## src/hdl/pclc_pkg.sv

```systemverilog
// ----------------------------------------------------------------------------
// pclc_pkg
// Shared constants and types for the phase cycle launch control block.
// ----------------------------------------------------------------------------
package pclc_pkg;

    localparam int FULL_SCALE = 32000;  // 10 V in phase units
    localparam int STEP_W     = 7;
    localparam int PULSE_W    = 16;
    localparam int CFG_W      = 16;
    localparam int STEPS_MIN  = 2;
    localparam int STEPS_MAX  = 64;

    typedef enum logic [0:0] {
        CFG_STEP_COUNT    = 1'b0,
        CFG_PULSE_SAMPLES = 1'b1
    } cfg_index_t;

    typedef logic [PULSE_W-1:0] pulse_len_t;
    typedef logic [STEP_W-1:0]  step_count_t;

endpackage

```

## src/hdl/pclc_pulse.sv

```systemverilog
// ----------------------------------------------------------------------------
// pclc_pulse
// Retriggerable pulse stretcher: a trigger extends the remaining count to the
// longer of the current remainder and the pulse length.
// ----------------------------------------------------------------------------
module pclc_pulse
    import pclc_pkg::*;
(
    input  logic       clk,
    input  logic       rst_n,
    input  logic       advance,
    input  logic       trigger,
    input  pulse_len_t pulse_len,
    output logic       active
);

    pulse_len_t remaining_reg;
    pulse_len_t remaining_next;
    pulse_len_t loaded;

    always_comb
    begin
        loaded = remaining_reg;
        if (trigger && (pulse_len > remaining_reg))
        begin
            loaded = pulse_len;
        end
        active         = (loaded != '0);
        remaining_next = active ? (loaded - pulse_len_t'(1)) : loaded;
    end

    always_ff @(posedge clk or negedge rst_n)
    begin
        if (!rst_n)
        begin
            remaining_reg <= '0;
        end
        else if (advance)
        begin
            remaining_reg <= remaining_next;
        end
    end

endmodule

```

## src/hdl/phase_cycle_launch_control.sv

```systemverilog
// ----------------------------------------------------------------------------
// phase_cycle_launch_control
// Arms on jack edges or on button edges while idle, launches one phase cycle on the next wrap,
// and fires step and end-of-cycle pulses while the cycle runs.
// ----------------------------------------------------------------------------
// Result: each accepted input item's result item is registered and valid in the cycle after it is accepted.
// Throughput: one item per cycle while the receiver is ready; the output register frees while it is read.
// Per-item path: two phase-by-step multiplies and a bank of threshold compares.
// Reset: all flags, pulse counters and phase registers clear, edge detectors
// start high, step_count returns to 8 and pulse_samples to 48.
module phase_cycle_launch_control
    import pclc_pkg::*;
#(
    parameter int PHASE_WIDTH = 16
)
(
    input  logic                                 clk,
    input  logic                                 rst_n,
    input  logic                                 cfg_we,
    input  logic                                 cfg_index,
    input  logic [CFG_W-1:0]                     cfg_data,
    input  logic                                 s_axis_tvalid,
    output logic                                 s_axis_tready,
    // phase_sample, arm_jack, arm_button, zero fill
    input  logic [((PHASE_WIDTH+2+7)/8)*8-1:0]   s_axis_tdata,
    output logic                                 m_axis_tvalid,
    input  logic                                 m_axis_tready,
    // phase_thru, running_flag, armed_flag, step_pulse, end_pulse, zero fill
    output logic [((PHASE_WIDTH+4+7)/8)*8-1:0]   m_axis_tdata
);

    localparam int PW     = PHASE_WIDTH;
    localparam int OUT_W  = ((PW + 4 + 7) / 8) * 8;
    localparam int PROD_W = PW + STEP_W + 1;
    localparam int CMP_W  = (PROD_W > 23) ? PROD_W : 23;

    // Configuration
    step_count_t step_count_reg;
    pulse_len_t  pulse_samples_reg;

    always_ff @(posedge clk or negedge rst_n)
    begin
        if (!rst_n)
        begin
            step_count_reg    <= step_count_t'(8);
            pulse_samples_reg <= pulse_len_t'(48);
        end
        else if (cfg_we)
        begin
            case (cfg_index_t'(cfg_index))
                CFG_STEP_COUNT:    step_count_reg    <= cfg_data[STEP_W-1:0];
                CFG_PULSE_SAMPLES: pulse_samples_reg <= cfg_data[PULSE_W-1:0];
                default:           ;
            endcase
        end
    end

    // Handshake
    logic in_fire;
    logic out_valid_reg;

    assign s_axis_tready = !out_valid_reg || m_axis_tready;
    assign in_fire       = s_axis_tvalid && s_axis_tready;

    logic signed [PW-1:0] phase;
    logic                 jack;
    logic                 button;

    assign phase  = $signed(s_axis_tdata[PW-1:0]);
    assign jack   = s_axis_tdata[PW];
    assign button = s_axis_tdata[PW+1];

    // State
    logic                 armed_reg;
    logic                 running_reg;
    logic signed [PW-1:0] previous_phase_reg;
    logic signed [PW-1:0] held_phase_reg;
    logic                 jack_last_reg;
    logic                 button_last_reg;

    logic                 armed_next;
    logic                 running_next;
    logic signed [PW-1:0] held_phase_next;
    logic                 armed_pre;
    logic                 wrap;
    logic                 start;
    logic                 run_pre;
    logic                 stop;
    logic signed [PW-1:0] ref_phase;
    step_count_t          steps;

    always_comb
    begin
        armed_pre = armed_reg
                    || (jack && !jack_last_reg)
                    || (button && !button_last_reg && !running_reg);
        wrap      = (phase < previous_phase_reg);
        start     = armed_pre && wrap;
        run_pre   = running_reg || start;
        armed_next = armed_pre && !start;
        // the start item's own sample is the reference: no stop, no crossing
        ref_phase = start ? phase : previous_phase_reg;
        stop      = run_pre && !start && wrap;
        running_next    = run_pre && !stop;
        held_phase_next = run_pre ? phase : held_phase_reg;

        if (step_count_reg < step_count_t'(STEPS_MIN))
        begin
            steps = step_count_t'(STEPS_MIN);
        end
        else if (step_count_reg > step_count_t'(STEPS_MAX))
        begin
            steps = step_count_t'(STEPS_MAX);
        end
        else
        begin
            steps = step_count_reg;
        end
    end

    // Division crossings: ref * steps <= k * FULL_SCALE < phase * steps
    logic signed [PROD_W-1:0] prod_new;
    logic signed [PROD_W-1:0] prod_ref;
    logic signed [CMP_W-1:0]  scaled_new;
    logic signed [CMP_W-1:0]  scaled_ref;
    logic [STEPS_MAX-1:1]     hit;
    logic                     crossing;

    assign prod_new   = phase * $signed({1'b0, steps});
    assign prod_ref   = ref_phase * $signed({1'b0, steps});
    assign scaled_new = CMP_W'(prod_new);
    assign scaled_ref = CMP_W'(prod_ref);

    for (genvar k = 1; k < STEPS_MAX; k++)
    begin : g_div
        localparam logic signed [CMP_W-1:0] THR = CMP_W'(k * FULL_SCALE);
        assign hit[k] = (step_count_t'(k) < steps)
                        && (scaled_new > THR) && (scaled_ref <= THR);
    end

    assign crossing = running_next && (|hit);

    // Pulses
    logic step_active;
    logic end_active;

    pclc_pulse u_step_pulse (
        .clk       (clk),
        .rst_n     (rst_n),
        .advance   (in_fire),
        .trigger   (stop || crossing),
        .pulse_len (pulse_samples_reg),
        .active    (step_active)
    );

    pclc_pulse u_end_pulse (
        .clk       (clk),
        .rst_n     (rst_n),
        .advance   (in_fire),
        .trigger   (stop),
        .pulse_len (pulse_samples_reg),
        .active    (end_active)
    );

    always_ff @(posedge clk or negedge rst_n)
    begin
        if (!rst_n)
        begin
            armed_reg          <= 1'b0;
            running_reg        <= 1'b0;
            previous_phase_reg <= '0;
            held_phase_reg     <= '0;
            jack_last_reg      <= 1'b1;
            button_last_reg    <= 1'b1;
        end
        else if (in_fire)
        begin
            armed_reg          <= armed_next;
            running_reg        <= running_next;
            previous_phase_reg <= phase;
            held_phase_reg     <= held_phase_next;
            jack_last_reg      <= jack;
            button_last_reg    <= button;
        end
    end

    // Output register
    logic [OUT_W-1:0] out_data_reg;

    always_ff @(posedge clk or negedge rst_n)
    begin
        if (!rst_n)
        begin
            out_valid_reg <= 1'b0;
        end
        else if (in_fire)
        begin
            out_valid_reg <= 1'b1;
        end
        else if (m_axis_tready)
        begin
            out_valid_reg <= 1'b0;
        end
    end

    always_ff @(posedge clk)
    begin
        if (in_fire)
        begin
            out_data_reg <= OUT_W'({end_active, step_active, armed_next,
                                    running_next, held_phase_next});
        end
    end

    assign m_axis_tvalid = out_valid_reg;
    assign m_axis_tdata  = out_data_reg;

endmodule

```

## config.mk

```make
export PLATFORM = sky130hd
export DESIGN_NAME = phase_cycle_launch_control
export DESIGN_NICKNAME = d
export VERILOG_FILES = /design/src/hdl/pclc_pkg.sv /design/src/hdl/pclc_pulse.sv /design/src/hdl/phase_cycle_launch_control.sv
export SDC_FILE = /design/constraint.sdc
export NUM_CORES = 1
export LEC_CHECK = 0
export ABC_CLOCK_PERIOD_IN_PS = 11300
export BUFFER_PORTS_ARGS = -buffer_cell sky130_fd_sc_hd__buf_2
export CAP_MARGIN = 25
export CORE_ASPECT_RATIO = 1.25
export CORE_MARGIN = 2
export CORE_UTILIZATION = 45
export CTS_CLUSTER_DIAMETER = 50
export DETAILED_ROUTE_END_ITERATION = 12
export PLACE_DENSITY = 0.68
export SYNTH_ARGS = -nofsm -noshare
export SYNTH_HDL_FRONTEND = slang
export SYNTH_SLANG_ARGS = --single-unit
```

## constraint.sdc

```tcl
create_clock -name clk -period 11.3 [get_ports clk]
set_input_delay 2.26 -clock clk [delete_from_list [all_inputs] [get_ports clk]]
set_output_delay 2.26 -clock clk [all_outputs]
set_load 0.02 [all_outputs]
```

==> run metrics <==
Critical Path AT=12.53 ns; Root Driver=clkbuf_16; most common flop cell mapped by yosys=dfrtp_1; Crit. End Element=flop; Gate Count Post-Synth=3102; Antenna Violating Nets Remaining=0; total gr overflow=0; Setup Skew=0.0184 ns; I/O pin count=72; first-pass GRT wire length=175 mm; Synth warnings=0; Crit path buffers/inverters=14; number of remaining DRC errors=0; Die H=255 um; WHS Path Cells=2; Critical Path Start Type=input port; P&R area growth vs syn=38.4%; DIE WIDTH=205 um; TritonRoute pass-1 iters=8; Starting DRT DRC Count=3504; most common cell after layout, fill and taps aside=buf_4; H-tree depth=3; failing checks=setup timing; routed wire length=116 mm; largest stage delay on the critical path=0.53 ns; synthesized area=22700 um2; Port Buffers=61; reg2reg end=u_step_pulse.remaining_reg[5]$_DFFE_PN0P_; Final Max Slew Viols=0; routed len/inst=26.5 um; Top cell by count, worst path=buf_6; syn_area_per_cell=7.31 um2; GRT Overall Usage=44.0%; vias in the first global route=29.5k; max reg flops=20; num rows=91; Slew @ Worst Pin=1.10 ns; pin count of the biggest net entering global routing=99; clock latency at the later pin of the worst-skew pair=0.39 ns; Initial Utilization=45.8%; Inserted Clock Buffers=9; delay-heaviest family, CP=adder cells; Setup Viol. Count Final=17; Max-cap violations=0; TritonCTS clock tree=built; via/cell ratio=6.59; Slowest-stage cell, CP=or4_4; RePlAce Congestion=1.19; initial antenna violation count=3; setup TNS=-13.64 ns; Data required, critical path=11.52 ns; Synth Register Bits=112; CP max FO=8; Hold Crit Class=reg2reg; number of flops mapped to enable cells by yosys=20; HP Start=held_phase_reg[10]$_DFFE_PN0P_; core box area=49500 um2; clk sink count=112; share of cells above drive strength 1=31.6%; RSZ-0062 raised after global routing=yes; worst r2r src=previous_phase_reg[14]$_DFFE_PN0P_; register area share after synthesis=12.8%; Hold EP=held_phase_reg[10]$_DFFE_PN0P_; Post-synth ARST share=82.1%; setup slack, reg-to-reg=0.38 ns; Tmin final=12.31 ns; clk buf depth=2; fmax=81.3 MHz; Max-slew headroom=26.4%; status=finished, violations left; Unique masters post-synth=92; most frequent cells in the layout=buf_4, nand2_1, inv_1; HPWL after DPL=88.3 mm; final-report hold violation count=0; clock-pin slew on the worst setup and hold paths=0.09 ns; Die ar.=52200 um2; Reg2Reg Depth=51; via count=28.8k; Crit Path Class=in2reg; worst hold slack=0.481 ns; fin nets=4082; Final period util=109%; slack of the critical path=-1.01 ns
[metrics by stage]
step	setup WS (ns)	area, um2	cells	util (%)
finish	-1.01	31400	4374	63.3
global placement	-1.77	29000	4284	58.6
CTS	-0.650	30700	4346	62.0
floorplan	-0.949	23600	3105	-
detailed placement	-1.97	29000	4286	58.6
global route	-1.25	31400	4373	63.3
[cell type report]
cell class | count | area [um2]
flip-flops and latches | 112 | 2910
clock inverters | 7 | 88.8
multi-input cells | 2481 | 19800
diodes | 1 | 2.50
clock buffers | 9 | 225
well taps | 651 | 815
fillers | 4255 | 18200
inverters | 299 | 1120
repair buffers | 814 | 6430
[worst min-delay path, delay by kind of cell, from the launching register on]
| kind | cells | cell delay [ns] |
|---|---|---|
| flops | 1 | 0.35 |
| simple gates | 2 | 0.10 |
[layer usage]
layer	vias up	track usage, %	wire, um
li1	12400	-	-
met1	13800	49.8	40800
met2	1997	74.2	54100
met3	686	6.91	9930
met4	4	34.4	11000
met5	-	0	25
[logic make-up (layout without fill, tap and decap cells)]
group	Yosys count	count (layout)	share of synthesized area (%)
adders and majority gates	319	319	23.3
and+or+nand+nor	1178	1178	25.1
buffers and inverters	512	1129	8.70
DFF	112	112	12.8
AOI/OAI and AO/OA	889	889	26.1
xor gates and xnor gates	41	41	1.58
muxes	50	50	2.45
other	1	5	0.0165
[cells in the mapped netlist (18+ instances only)]
| cell type | n | area (um2) |
|---|---|---|
| mux2_2 | 41 | 462 |
| a21oi_1 | 214 | 1070 |
| o211ai_1 | 49 | 368 |
| nand2_1 | 315 | 1180 |
| and2_1 | 85 | 532 |
| o22ai_1 | 18 | 113 |
| a21o_1 | 34 | 255 |
| nor3_1 | 87 | 435 |
| o31ai_1 | 28 | 210 |
| nand4_1 | 76 | 475 |
| xnor2_1 | 25 | 219 |
| and3_1 | 43 | 269 |
| o21ai_0 | 189 | 946 |
| nor4_1 | 43 | 269 |
| or3_1 | 27 | 169 |
| a211oi_1 | 48 | 360 |
| clkbuf_1 | 182 | 683 |
| fa_1 | 172 | 3440 |
| a211o_1 | 19 | 166 |
| a31oi_1 | 60 | 375 |
| nand3_1 | 98 | 490 |
| nor2_1 | 305 | 1140 |
| edfxtp_1 | 20 | 601 |
| nand2b_1 | 34 | 213 |
| inv_1 | 299 | 1120 |
| ha_1 | 147 | 1840 |
| dfrtp_1 | 87 | 2180 |
[how the worst max path moves through the flow]
stage               cells past startpoint  slack, ns                                         end        startpoint
finish                                 50      -1.01   u_step_pulse.remaining_reg[5]$_DFFE_PN0P_   s_axis_tdata[5]
global route                           45      -1.25  u_step_pulse.remaining_reg[13]$_DFFE_PN0P_   s_axis_tdata[5]
CTS                                    47      -0.65  u_step_pulse.remaining_reg[15]$_DFFE_PN0P_  s_axis_tdata[15]
detailed placement                     45      -1.97  u_step_pulse.remaining_reg[10]$_DFFE_PN0P_  s_axis_tdata[15]
global placement                       45      -1.77  u_step_pulse.remaining_reg[10]$_DFFE_PN0P_  s_axis_tdata[10]
floorplan                              47      -0.95  u_step_pulse.remaining_reg[15]$_DFFE_PN0P_  s_axis_tdata[15]
[repair_timing]
item / in CTS / in global routing
pin swaps: 90 / 55
cloned: 3 / 0
resized for setup: 201 / 99
hold buffers: 0 / 0
setup buffers: 41 / 29
setup endpoints to repair: 17 / 17
hold endpoints to repair: 0 / 0
Power is not shown: default switching activity piles up to over one toggle a cycle in this logic, so the estimate is an artifact.
